$ cat config.mk
export PLATFORM = sky130hd
export DESIGN_NAME = time_slot_quantum_scheduler
export DESIGN_NICKNAME = d
export VERILOG_FILES = /design/src/rtl/core/tsqs_pkg.sv /design/src/rtl/core/time_slot_quantum_scheduler.sv
export SDC_FILE = /design/constraint.sdc
export NUM_CORES = 2
export LEC_CHECK = 0
export ABC_CLOCK_PERIOD_IN_PS = 12320
export BUFFER_PORTS_ARGS = -buffer_cell sky130_fd_sc_hd__buf_2
export CORE_AREA = 3 3 552 554
export CTS_CLUSTER_DIAMETER = 120
export CTS_CLUSTER_SIZE = 25
export DETAILED_ROUTE_END_ITERATION = 10
export DIE_AREA = 0 0 555 557
export SYNTH_ARGS = -nofsm -noshare
export SYNTH_HDL_FRONTEND = slang
export SYNTH_SLANG_ARGS = --single-unit
$ cat constraint.sdc
create_clock -name clock -period 12.32 [get_ports clock]
set_input_delay 0.616 -clock clock [delete_from_list [all_inputs] [get_ports clock]]
set_output_delay 0.616 -clock clock [all_outputs]
set_load 0.1 [all_outputs]
$ cat src/rtl/core/tsqs_pkg.sv
// Shared constants, types and helpers for the time slot scheduler.
package tsqs_pkg;

   localparam int SLOT_COUNT = 64;
   localparam int SLOT_BITS  = $clog2(SLOT_COUNT);
   localparam int LINK_BITS  = SLOT_BITS + 1;
   localparam int OWNER_BITS = 16;
   localparam int TICK_BITS  = 16;
   localparam int CMD_BITS   = 3;
   localparam int STAT_BITS  = 2;
   localparam int CSR_BITS   = 1;

   localparam logic [LINK_BITS-1:0] NIL_LINK = LINK_BITS'(SLOT_COUNT);
   localparam logic [SLOT_BITS-1:0] TOP_SLOT = SLOT_BITS'(SLOT_COUNT - 1);

   localparam logic [CMD_BITS-1:0] CMD_ALLOC_ANY  = 3'd0;
   localparam logic [CMD_BITS-1:0] CMD_ALLOC_SLOT = 3'd1;
   localparam logic [CMD_BITS-1:0] CMD_SET_OWNER  = 3'd2;
   localparam logic [CMD_BITS-1:0] CMD_FREE_SLOT  = 3'd3;
   localparam logic [CMD_BITS-1:0] CMD_TICK       = 3'd4;
   localparam logic [CMD_BITS-1:0] CMD_NEXT       = 3'd5;

   localparam logic [STAT_BITS-1:0] STAT_OK        = 2'd0;
   localparam logic [STAT_BITS-1:0] STAT_BUSY      = 2'd1;
   localparam logic [STAT_BITS-1:0] STAT_NOT_ALLOC = 2'd2;

   localparam logic [CSR_BITS-1:0] CSR_BASE_TICKS = 1'd0;
   localparam logic [CSR_BITS-1:0] CSR_TICK_CAP   = 1'd1;

   typedef struct packed {
      logic [LINK_BITS-1:0] next;
      logic [LINK_BITS-1:0] prev;
   } link_type;

   typedef struct packed {
      logic [OWNER_BITS-1:0] owner;
      logic [TICK_BITS-1:0]  ticks;
   } slot_entry_type;

   function automatic link_type link_reset(input logic [SLOT_BITS-1:0] idx);
      link_type l;
      l.next = (idx == '0) ? NIL_LINK : LINK_BITS'(idx) - LINK_BITS'(1);
      l.prev = (idx == TOP_SLOT) ? NIL_LINK : LINK_BITS'(idx) + LINK_BITS'(1);
      return l;
   endfunction

endpackage

$ cat src/rtl/core/time_slot_quantum_scheduler.sv
// Time slot scheduler: slot table and free list in memories, command sequencer.
//
//  channel | ports          | word
//  --------+----------------+---------------------------------------------
//  request | req_t*         | command, slot, owner
//  result  | rsp_t*         | status, slot_out, owner_out, expired, idle
//  config  | csr_*          | grant_ticks (index 0), tick_cap (index 1)
//
// One word at a time. next makes pipelined passes of the slot memory, one slot a
// cycle: a scan up from the current slot and, if it finds none, a refill pass of
// every slot and a scan on from slot 1 up to the current slot.
// Reset is synchronous; valid bits stand in for the reset of both memories.
// A result waits in the output register; a stalled result holds the sequencer.
module time_slot_quantum_scheduler
   import tsqs_pkg::*;
(
   input  logic                  clock,
   input  logic                  reset,
   input  logic                  req_tvalid,
   output logic                  req_tready,
   input  logic [31:0]           req_tdata,   // command[2:0], slot[8:3], owner[24:9]
   output logic                  rsp_tvalid,
   input  logic                  rsp_tready,
   output logic [31:0]           rsp_tdata,   // status[1:0], slot_out[7:2],
                                              // owner_out[23:8], expired[24], idle[25]
   input  logic                  csr_we,
   input  logic [CSR_BITS-1:0]   csr_addr,
   input  logic [TICK_BITS-1:0]  csr_wdata
);

   typedef enum logic [10:0] {
      S_IDLE   = 11'b00000000001,
      S_TAKE   = 11'b00000000010,
      S_RM_P   = 11'b00000000100,
      S_RM_N   = 11'b00000001000,
      S_OWN    = 11'b00000010000,
      S_TICK   = 11'b00000100000,
      S_PUSH   = 11'b00001000000,
      S_SCAN   = 11'b00010000000,
      S_REFILL = 11'b00100000000,
      S_DONE   = 11'b01000000000,
      S_SPARE  = 11'b10000000000
   } state_type;

   state_type state_ff, state_in;

   logic [TICK_BITS-1:0]  base_ff, cap_ff;
   logic [SLOT_COUNT-1:0] used_ff, used_in;
   logic [SLOT_COUNT-1:0] lk_ok_ff, lk_ok_in;
   logic [LINK_BITS-1:0]  head_ff, head_in;
   logic [SLOT_BITS-1:0]  cur_ff, cur_in;
   logic [SLOT_BITS-1:0]  target_ff, target_in;
   logic [LINK_BITS-1:0]  aux_ff, aux_in;
   logic [LINK_BITS-1:0]  lp_ff, lp_in, ln_ff, ln_in;
   logic [OWNER_BITS-1:0] own_ff, own_in;
   logic [SLOT_BITS-1:0]  scan_ff, scan_in, last_ff, last_in;
   logic                  pend_ff, pend_in, phb_ff, phb_in;

   logic [STAT_BITS-1:0]  rst_ff, rst_in;
   logic [SLOT_BITS-1:0]  rslot_ff, rslot_in;
   logic [OWNER_BITS-1:0] rown_ff, rown_in;
   logic                  rexp_ff, rexp_in, ridle_ff, ridle_in;

   logic                  rsp_valid_ff, rsp_valid_in;
   logic [31:0]           rsp_data_ff, rsp_data_in;

   link_type              lk_mem [SLOT_COUNT];
   link_type              lk_q_ff, lk_rd, lk_wdata;
   logic [SLOT_BITS-1:0]  lk_raddr, lk_raddr_ff, lk_waddr;
   logic                  lk_re, lk_we;

   slot_entry_type        sm_mem [SLOT_COUNT];
   slot_entry_type        sm_q_ff, sm_rd, sm_wdata;
   logic [SLOT_BITS-1:0]  sm_raddr, sm_raddr_ff, sm_waddr;
   logic                  sm_re, sm_we;

   logic [CMD_BITS-1:0]   in_cmd;
   logic [SLOT_BITS-1:0]  in_slot;
   logic [OWNER_BITS-1:0] in_owner;
   logic                  elig, scan_end;
   logic [TICK_BITS:0]    sum;
   logic [TICK_BITS-1:0]  refill_t, tick_t;

   assign in_cmd   = req_tdata[2:0];
   assign in_slot  = req_tdata[8:3];
   assign in_owner = req_tdata[24:9];

   assign req_tready = (state_ff == S_IDLE);
   assign rsp_tvalid = rsp_valid_ff;
   assign rsp_tdata  = rsp_data_ff;

   assign lk_rd = lk_ok_ff[lk_raddr_ff] ? lk_q_ff : link_reset(lk_raddr_ff);
   assign sm_rd = used_ff[sm_raddr_ff] ? sm_q_ff : '0;

   assign elig     = pend_ff && (sm_rd.owner != '0) && (sm_rd.ticks != '0)
                     && used_ff[sm_raddr_ff];
   assign scan_end = pend_ff && (sm_raddr_ff == last_ff);
   assign sum      = {1'b0, sm_rd.ticks} + {1'b0, base_ff};
   assign refill_t = (sum > {1'b0, cap_ff}) ? cap_ff : sum[TICK_BITS-1:0];
   assign tick_t   = (sm_rd.ticks > TICK_BITS'(1)) ? sm_rd.ticks - TICK_BITS'(1) : '0;

   always_ff @(posedge clock) begin
      if (lk_we) lk_mem[lk_waddr] <= lk_wdata;
      if (lk_re) begin
         lk_q_ff     <= lk_mem[lk_raddr];
         lk_raddr_ff <= lk_raddr;
      end
      if (sm_we) sm_mem[sm_waddr] <= sm_wdata;
      if (sm_re) begin
         sm_q_ff     <= sm_mem[sm_raddr];
         sm_raddr_ff <= sm_raddr;
      end
   end

   always_comb begin
      state_in  = state_ff;
      used_in   = used_ff;
      lk_ok_in  = lk_ok_ff;
      head_in   = head_ff;
      cur_in    = cur_ff;
      target_in = target_ff;
      aux_in    = aux_ff;
      lp_in     = lp_ff;
      ln_in     = ln_ff;
      own_in    = own_ff;
      scan_in   = scan_ff;
      last_in   = last_ff;
      pend_in   = pend_ff;
      phb_in    = phb_ff;
      rst_in    = rst_ff;
      rslot_in  = rslot_ff;
      rown_in   = rown_ff;
      rexp_in   = rexp_ff;
      ridle_in  = ridle_ff;
      lk_re = 1'b0; lk_raddr = '0; lk_we = 1'b0; lk_waddr = '0; lk_wdata = '0;
      sm_re = 1'b0; sm_raddr = '0; sm_we = 1'b0; sm_waddr = '0; sm_wdata = '0;
      rsp_valid_in = rsp_valid_ff && !rsp_tready;
      rsp_data_in  = rsp_data_ff;

      unique case (state_ff)
         S_IDLE: begin
            if (req_tvalid) begin
               rst_in   = STAT_OK;
               rslot_in = cur_ff;
               rown_in  = '0;
               rexp_in  = 1'b0;
               ridle_in = 1'b0;
               own_in   = in_owner;
               target_in = in_slot;
               state_in = S_DONE;
               case (in_cmd)
                  CMD_ALLOC_ANY: begin
                     if (head_ff == NIL_LINK) begin
                        rst_in = STAT_BUSY;
                     end else begin
                        target_in = head_ff[SLOT_BITS-1:0];
                        lk_re     = 1'b1;
                        lk_raddr  = head_ff[SLOT_BITS-1:0];
                        state_in  = S_TAKE;
                     end
                  end
                  CMD_ALLOC_SLOT: begin
                     if (used_ff[in_slot]) begin
                        rst_in = STAT_BUSY;
                     end else begin
                        lk_re    = 1'b1;
                        lk_raddr = in_slot;
                        state_in = S_TAKE;
                     end
                  end
                  CMD_SET_OWNER: begin
                     if (!used_ff[in_slot]) begin
                        rst_in = STAT_NOT_ALLOC;
                     end else begin
                        sm_re    = 1'b1;
                        sm_raddr = in_slot;
                        state_in = S_OWN;
                     end
                  end
                  CMD_FREE_SLOT: begin
                     if (!used_ff[in_slot]) begin
                        rst_in = STAT_NOT_ALLOC;
                     end else begin
                        used_in[in_slot]  = 1'b0;
                        sm_we             = 1'b1;
                        sm_waddr          = in_slot;
                        sm_wdata          = '0;
                        lk_we             = 1'b1;
                        lk_waddr          = in_slot;
                        lk_wdata.next     = head_ff;
                        lk_wdata.prev     = NIL_LINK;
                        lk_ok_in[in_slot] = 1'b1;
                        head_in           = {1'b0, in_slot};
                        aux_in            = head_ff;
                        if (head_ff != NIL_LINK) begin
                           lk_re    = 1'b1;
                           lk_raddr = head_ff[SLOT_BITS-1:0];
                           state_in = S_PUSH;
                        end
                     end
                  end
                  CMD_TICK: begin
                     sm_re    = 1'b1;
                     sm_raddr = cur_ff;
                     state_in = S_TICK;
                  end
                  CMD_NEXT: begin
                     pend_in = 1'b0;
                     phb_in  = 1'b0;
                     last_in = TOP_SLOT;
                     if (cur_ff == TOP_SLOT) begin
                        scan_in  = '0;
                        state_in = S_REFILL;
                     end else begin
                        scan_in  = cur_ff + SLOT_BITS'(1);
                        state_in = S_SCAN;
                     end
                  end
                  default: begin
                     state_in = S_DONE;
                  end
               endcase
            end
         end

         S_TAKE: begin
            used_in[target_ff] = 1'b1;
            sm_we          = 1'b1;
            sm_waddr       = target_ff;
            sm_wdata.owner = own_ff;
            sm_wdata.ticks = base_ff;
            rslot_in       = target_ff;
            lp_in          = lk_rd.prev;
            ln_in          = lk_rd.next;
            if (lk_rd.prev != NIL_LINK) begin
               lk_re    = 1'b1;
               lk_raddr = lk_rd.prev[SLOT_BITS-1:0];
               state_in = S_RM_P;
            end else begin
               head_in = lk_rd.next;
               if (lk_rd.next != NIL_LINK) begin
                  lk_re    = 1'b1;
                  lk_raddr = lk_rd.next[SLOT_BITS-1:0];
                  state_in = S_RM_N;
               end else begin
                  state_in = S_DONE;
               end
            end
         end

         S_RM_P: begin
            lk_we         = 1'b1;
            lk_waddr      = lp_ff[SLOT_BITS-1:0];
            lk_wdata.next = ln_ff;
            lk_wdata.prev = lk_rd.prev;
            lk_ok_in[lp_ff[SLOT_BITS-1:0]] = 1'b1;
            if (ln_ff != NIL_LINK) begin
               lk_re    = 1'b1;
               lk_raddr = ln_ff[SLOT_BITS-1:0];
               state_in = S_RM_N;
            end else begin
               state_in = S_DONE;
            end
         end

         S_RM_N: begin
            lk_we         = 1'b1;
            lk_waddr      = ln_ff[SLOT_BITS-1:0];
            lk_wdata.next = lk_rd.next;
            lk_wdata.prev = lp_ff;
            lk_ok_in[ln_ff[SLOT_BITS-1:0]] = 1'b1;
            state_in      = S_DONE;
         end

         S_PUSH: begin
            lk_we         = 1'b1;
            lk_waddr      = aux_ff[SLOT_BITS-1:0];
            lk_wdata.next = lk_rd.next;
            lk_wdata.prev = {1'b0, target_ff};
            lk_ok_in[aux_ff[SLOT_BITS-1:0]] = 1'b1;
            state_in      = S_DONE;
         end

         S_OWN: begin
            sm_we          = 1'b1;
            sm_waddr       = target_ff;
            sm_wdata.owner = own_ff;
            sm_wdata.ticks = sm_rd.ticks;
            state_in       = S_DONE;
         end

         S_TICK: begin
            sm_we          = 1'b1;
            sm_waddr       = cur_ff;
            sm_wdata.owner = sm_rd.owner;
            sm_wdata.ticks = tick_t;
            rexp_in        = (tick_t == '0);
            state_in       = S_DONE;
         end

         S_SCAN: begin
            if (elig) begin
               cur_in   = sm_raddr_ff;
               rslot_in = sm_raddr_ff;
               rown_in  = sm_rd.owner;
               state_in = S_DONE;
            end else if (scan_end) begin
               pend_in = 1'b0;
               if (phb_ff) begin
                  ridle_in = 1'b1;
                  state_in = S_DONE;
               end else begin
                  scan_in  = '0;
                  last_in  = TOP_SLOT;
                  state_in = S_REFILL;
               end
            end else begin
               sm_re    = 1'b1;
               sm_raddr = scan_ff;
               scan_in  = scan_ff + SLOT_BITS'(1);
               pend_in  = 1'b1;
            end
         end

         S_REFILL: begin
            if (pend_ff && used_ff[sm_raddr_ff]) begin
               sm_we          = 1'b1;
               sm_waddr       = sm_raddr_ff;
               sm_wdata.owner = sm_rd.owner;
               sm_wdata.ticks = refill_t;
            end
            if (scan_end) begin
               pend_in  = 1'b0;
               phb_in   = 1'b1;
               scan_in  = SLOT_BITS'(1);
               last_in  = cur_ff;
               state_in = S_SCAN;
            end else begin
               sm_re    = 1'b1;
               sm_raddr = scan_ff;
               scan_in  = scan_ff + SLOT_BITS'(1);
               pend_in  = 1'b1;
            end
         end

         S_DONE: begin
            if (!rsp_valid_ff || rsp_tready) begin
               rsp_valid_in = 1'b1;
               rsp_data_in  = {6'd0, ridle_ff, rexp_ff, rown_ff, rslot_ff, rst_ff};
               state_in     = S_IDLE;
            end
         end

         default: begin
            state_in = S_IDLE;
         end
      endcase
   end

   always_ff @(posedge clock) begin
      if (reset) begin
         state_ff     <= S_IDLE;
         base_ff      <= TICK_BITS'(4);
         cap_ff       <= '1;
         used_ff      <= '0;
         lk_ok_ff     <= '0;
         head_ff      <= {1'b0, TOP_SLOT};
         cur_ff       <= SLOT_BITS'(1);
         pend_ff      <= 1'b0;
         phb_ff       <= 1'b0;
         rsp_valid_ff <= 1'b0;
      end else begin
         state_ff     <= state_in;
         used_ff      <= used_in;
         lk_ok_ff     <= lk_ok_in;
         head_ff      <= head_in;
         cur_ff       <= cur_in;
         pend_ff      <= pend_in;
         phb_ff       <= phb_in;
         rsp_valid_ff <= rsp_valid_in;
         if (csr_we) begin
            unique case (csr_addr)
               CSR_BASE_TICKS: base_ff <= csr_wdata;
               CSR_TICK_CAP:   cap_ff  <= csr_wdata;
               default: ;
            endcase
         end
      end
   end

   always_ff @(posedge clock) begin
      target_ff   <= target_in;
      aux_ff      <= aux_in;
      lp_ff       <= lp_in;
      ln_ff       <= ln_in;
      own_ff      <= own_in;
      scan_ff     <= scan_in;
      last_ff     <= last_in;
      rst_ff      <= rst_in;
      rslot_ff    <= rslot_in;
      rown_ff     <= rown_in;
      rexp_ff     <= rexp_in;
      ridle_ff    <= ridle_in;
      rsp_data_ff <= rsp_data_in;
   end

endmodule
== Word-level counts from Yosys, hierarchy flattened ==
Memory sizes are Yosys's and may differ from the RTL's. A register that Yosys moved wholly into a read port is not among the register bits.
Cells that the tools add are included.
Cells by class
  add/subtract/negate cells: 6
  order comparisons: 14
  eq/ne operators: 37
  multiplexer cells: 145
  bitwise operators: 8
  reduce and logical (&&, ||, !) cells: 49
Operators with widths (number)
  $mux 64: 6
  $or 64x64->64: 5
  $pmux 64 s4: 1
  $mux 6: 32
  $pmux 32 s4: 1
  $pmux 64 s2: 1
  $pmux 6 s3: 6
  $mux 10: 9
  $pmux 11 s7: 1
  $pmux 11 s6: 1
  $and 64x64->64: 1
  $mux 16: 4
  $mux 32: 2
  $not 64->64: 1
  $mux 14: 4
  $pmux 14 s4: 1
  $mux 11: 5
  $lt 6x7->1 const B: 7
  $pmux 6 s4: 2
  $mux 7: 6
  $mux 1: 39
  $pmux 16 s2: 1
  $reduce_bool 16->1: 2
  $demux 1 s6: 5
  other kinds (54): 116
Storage, ports and cells
  register bits: 305
  memory bits (writable): 2944
  output and inout port bits: 34
  word-level logic and storage cells: 286
  memories: 2
Memories
  sm_mem: depth 64, width 32, rd ports 1, clocked after memory_dff 1, write ports 1, line time_slot_quantum_scheduler.sv:72  | slot_entry_type sm_mem [SLOT_COUNT];
  lk_mem: depth 64, width 14, rd ports 1, clocked after memory_dff 1, write ports 1, line time_slot_quantum_scheduler.sv:67  | link_type lk_mem [SLOT_COUNT];

== Longest topological paths before layout ==
  depth in word-level cells: 10
  depth in mapped cells: 36
  depth with buffers taken out: 31

== Least setup slack after synthesis ==
Ideal clock, no wire load.
  kind: register -> register
  start point: register sm_raddr_ff[0]
  end point: memory sm_mem[0][10] in the netlist's numbering, data pin
  setup time: 0.702 ns
  data arrival time: 9.307 ns
  data required time: 11.618 ns
  setup slack: 2.311 ns
  stages on the path, launching flop included: 31
  buffers on the path: 5
  clock period less this slack: 10.009 ns
  cells stage by stage: edfxtp_1 -> buf_2 -> buf_4 -> mux4_2 -> mux4_2 -> a211oi_1 -> a21oi_1 -> clkbuf_1 -> nand2_1 -> inv_1 -> ha_1 -> a21o_1 -> a21oi_1 -> o21ai_0 -> a21oi_1 -> o21ai_0 -> a21oi_1 -> o21ai_0 -> a2111oi_0 -> nor3_1 -> or4_1 -> o2111ai_1 -> ha_1 -> nand4_1 -> nor4_1 -> a21oi_1 -> a211o_1 -> clkbuf_1 -> clkbuf_1 -> mux2i_1 -> o21ai_0
RTL lines
  start: declaration: line time_slot_quantum_scheduler.sv:74  | logic [SLOT_BITS-1:0] sm_raddr, sm_raddr_ff, sm_waddr;
  start signal: assignment: line time_slot_quantum_scheduler.sv:111  | sm_raddr_ff <= sm_raddr;
  end: declaration: line time_slot_quantum_scheduler.sv:72

==> run_results.csv <==
group,metric,value,unit
setup_path,r2r_start,"sm_raddr_ff[2]$_DFFE_PP_",
power_and_ir_drop,p_int,15.1,mW
power_and_ir_drop,switching_share,0.236,
worst_hold_path,worstHoldPathCells,3,
sta,setup_slack,2070,ps
power_and_ir_drop,power.total,19.8,mW
detailed_routing,drt-initial-drc-count,12100,
place,dp_hpwl,251000,um
clock_network,cts-buffers-inserted,155,
setup_path,startpoint,"sm_raddr_ff[2]$_DFFE_PP_",
clock_network,cts_hold_buf,32,
setup_path,slowest_delay,1050,ps
sta,final_max_slew_viol_count,0,
floorplan,initial_utilization,0.449,
detailed_routing,firstDrtPassIters,10,
sta,finalClockSkew,87.2,ps
synth,synth.top_cells.by_area,"edfxtp_1 69%, mux2i_1 5.6%, nand2_1 4.2%",
power_and_ir_drop,p_leak,43.3,nW
power_and_ir_drop,vdd_ir_drop_max,96.9,uV
flow_run,maxCapViolCount,0,
sta,setup_viol_count_final,0,
clock_network,cts_tree,"built",
detailed_routing,num_vias,85000,
place,place_area,0.141,mm2
global_route,grt_pass1_vias,79800,
sta,rsz0062_at_grt,"false",
floorplan,ios,88,
synth,synth_cells,9517,
synth,synth_edf_count,3108,
setup_path,arrival,10870,ps
global_route,grt_max_degree,135,
setup_path,r2r_end,"sm_mem[11][13]$_DFFE_PP_",
setup_path,crit_type,"reg -> reg",
place,placed_cells,13300,
floorplan,die_area,0.309,mm2
detailed_routing,routed_wl,421000,um
worst_hold_path,hold_class,"in -> reg",
cells_and_area,drive_gt1_frac,0.0959,
cells_and_area,fin_cells,13500,
clock_network,cts_max_level,4,
global_route,grt_pass1_wl,593000,um
sta,period_needed,10250,ps
setup_path,regToRegSetupSlack,2070,ps
setup_path,crit_fanout,35,
setup_path,worstSetupEndpointType,"flip-flop",
detailed_routing,ant_nets,0,
setup_path,start_kind,"flip-flop",
clock_network,clkLatencyLatePin,900,ps
global_route,grtUsageTotal,0.264,
power_and_ir_drop,power.density,136,mW/mm2
global_route,overflow,0,
global_route,antenna_found_initial,25,
setup_path,path_buf_inv,2,
floorplan,core-area,0.300,mm2
synth,ys_types,99,
synth,ys_ff_latch,3294,
power_and_ir_drop,clkPwrFrac,0.295,
setup_path,cp_slowest_cell,"edfxtp_1",
power_and_ir_drop,switching_power,4.67,mW
setup_path,ff2ff_path_depth,26,
clock_network,cts_root_buf,"clkbuf_16",
worst_hold_path,worstHoldEndpoint,"state_ff[5]$_SDFFE_PP0P_",
synth,synthArstFlopShare,0,
sta,fmax,0.0976,GHz
setup_path,crit_path_frequent_cell,"a21oi_1",
floorplan,core.rowCount,201,
outcome,status,"complete, no violations",
sta,hold_viol,0,
floorplan,die_w,555,um
sta,timing.hold.ws,148,ps
setup_path,cp.required,12940,ps
place,gp_congestion,0.910,
clock_network,cts-resized-gates,0,
cells_and_area,area_delta_synth_final,8.16,%
clock_network,clk_pin_slew,110,ps
worst_hold_path,holdCritStartpoint,"req_tdata[2]",
sta,fin_tns_setup,0,ps
clock_network,clock_tree.buffer_depth,4,
power_and_ir_drop,p_comb_frac,0.082,
place,port_buffers,74,
synth,ys.flop_type,"edfxtp_1",
setup_path,crit_family,"compound AO/OA/AOI/OAI gates",
sta,tightest_slew,1380,ps
cells_and_area,stdcell_area,0.146,mm2
sta,min_period_over_period,0.832,
synth,syn_area,0.135,mm2
synth,synth_seq_area_share,0.721,
sta,relSlewSlack,0.0808,
clock_network,cts_setup_buffers,0,
power_and_ir_drop,seqPwrFrac,0.623,
synth,synth_top_area_frac,0.693,
synth,synth_largest_area_cell,"edfxtp_1",
clock_network,clock-sinks,3294,
floorplan,die_h,557,um
cells_and_area,layout.nets,9585,
synth,ys_warn_count,0,
synth,synth.avg_cell_area,14.2,um2
detailed_routing,post-route-drc-count,0,
detailed_routing,vias_per_cell,6.30,
place,dpl_worst_slack,2280,ps
detailed_routing,wire_per_inst,31.2,um
cells_and_area,fin_util,0.485,
==> cell usage in the layout (no fill, tap or decap), types with 32 or more instances in the layout <==
cell type / n
nor2_4: 70
a31oi_1: 202
mux2_2: 96
dfxtp_1: 186
mux2i_1: 752
nand2_1: 1493
nor3_1: 79
ha_1: 40
nand3_1: 519
buf_4: 301
a211oi_1: 104
o22ai_1: 48
buf_2: 73
and3_1: 196
a32oi_1: 46
a21oi_1: 225
dlygate4sd3_1: 32
inv_1: 68
o2111ai_1: 75
a22oi_1: 93
o211ai_1: 34
nand4_1: 63
clkbuf_16: 158
a222oi_1: 100
o21ai_0: 172
a221oi_1: 87
nor2_1: 425
edfxtp_1: 3108
and2_1: 53
mux4_2: 42
==> routing by layer <==
| layer | global-route usage | up-vias | part of all wire |
|---|---|---|---|
| met5 | 0 | - | 0.00022 |
| met4 | 0.0799 | 14 | 0.034 |
| met3 | 0.0497 | 649 | 0.10 |
| met2 | 0.400 | 4581 | 0.44 |
| met1 | 0.388 | 43500 | 0.42 |
| li1 | - | 36200 | - |
==> cell type report <==
| class | count | area [um2] |
|---|---|---|
| Antenna cell | 13 | 32.5 |
| Clock buffer | 186 | 4070 |
| Clock inverter | 14 | 186 |
| Fill cell | 25500 | 154000 |
| Inverter | 80 | 319 |
| Multi-Input combinational cell | 5539 | 35800 |
| Sequential cell | 3294 | 97100 |
| Tap cell | 3958 | 4950 |
| Timing Repair Buffer | 420 | 3220 |
==> worst max path at each step <==
stage / to / slack [ps] / depth (start not counted)
finish: sm_mem[11][13]$_DFFE_PP_ / 2070 / 26
global route: sm_mem[1][3]$_DFFE_PP_ / 1340 / 26
CTS: sm_mem[11][10]$_DFFE_PP_ / 2160 / 26
detailed placement: sm_mem[61][11]$_DFFE_PP_ / 2280 / 26
global placement: sm_mem[50][9]$_DFFE_PP_ / 2170 / 28
floorplan: sm_mem[0][10]$_DFFE_PP_ / 2310 / 30
==> synth_stat cells, types with 96 or more instances <==
master,n
a31oi_1,202
clkbuf_1,350
a21oi_1,227
o21ai_0,189
nand2_1,1498
a222oi_1,100
nand3_1,520
nor2_1,522
buf_2,173
mux2_2,96
a211oi_1,107
and3_1,196
edfxtp_1,3108
dfxtp_1,186
mux2i_1,752
==> power groups by stage <==
stage	Sequential [mW]	Combinational, mW	Clock, mW
after floorplan	12.5	0.998	0
after global routing	12.3	1.72	6.29
after global placement	12.6	1.58	0
final	12.3	1.62	5.83
after CTS	12.3	1.61	5.92
after detailed placement	12.6	1.59	0
==> worst min-delay path, stage by stage <==
cell and delay, ps:
buf_2 200, nand2_1 110, nor2_1 50
==> state kept, by name, indices dropped and copies added, names as in the netlist, 7 cells and up <==
signal / flops
sm_mem: 2048
lk_mem: 896
lk_ok_ff: 64
used_ff: 64
sm_q_ff: 32
rsp_tdata: 26
base_ff: 16
cap_ff: 16
own_ff: 16
rown_ff: 16
lk_q_ff: 14
state_ff: 10
head_ff: 7
ln_ff: 7
lp_ff: 7
==> cell families after synthesis <==
family / Yosys count / synth area share
AO/OA/AOI/OAI: 1440 / 0.0767
XOR/XNOR: 40 / 0.00260
adder cells (fa/ha/maj): 41 / 0.00386
buffers and inverters: 689 / 0.0222
flip-flops: 3294 / 0.721
multiplexers: 890 / 0.0709
other: 1 / 0.0000278
AND/OR/NAND/NOR: 3122 / 0.103
Power figures use the tool's default switching activity.
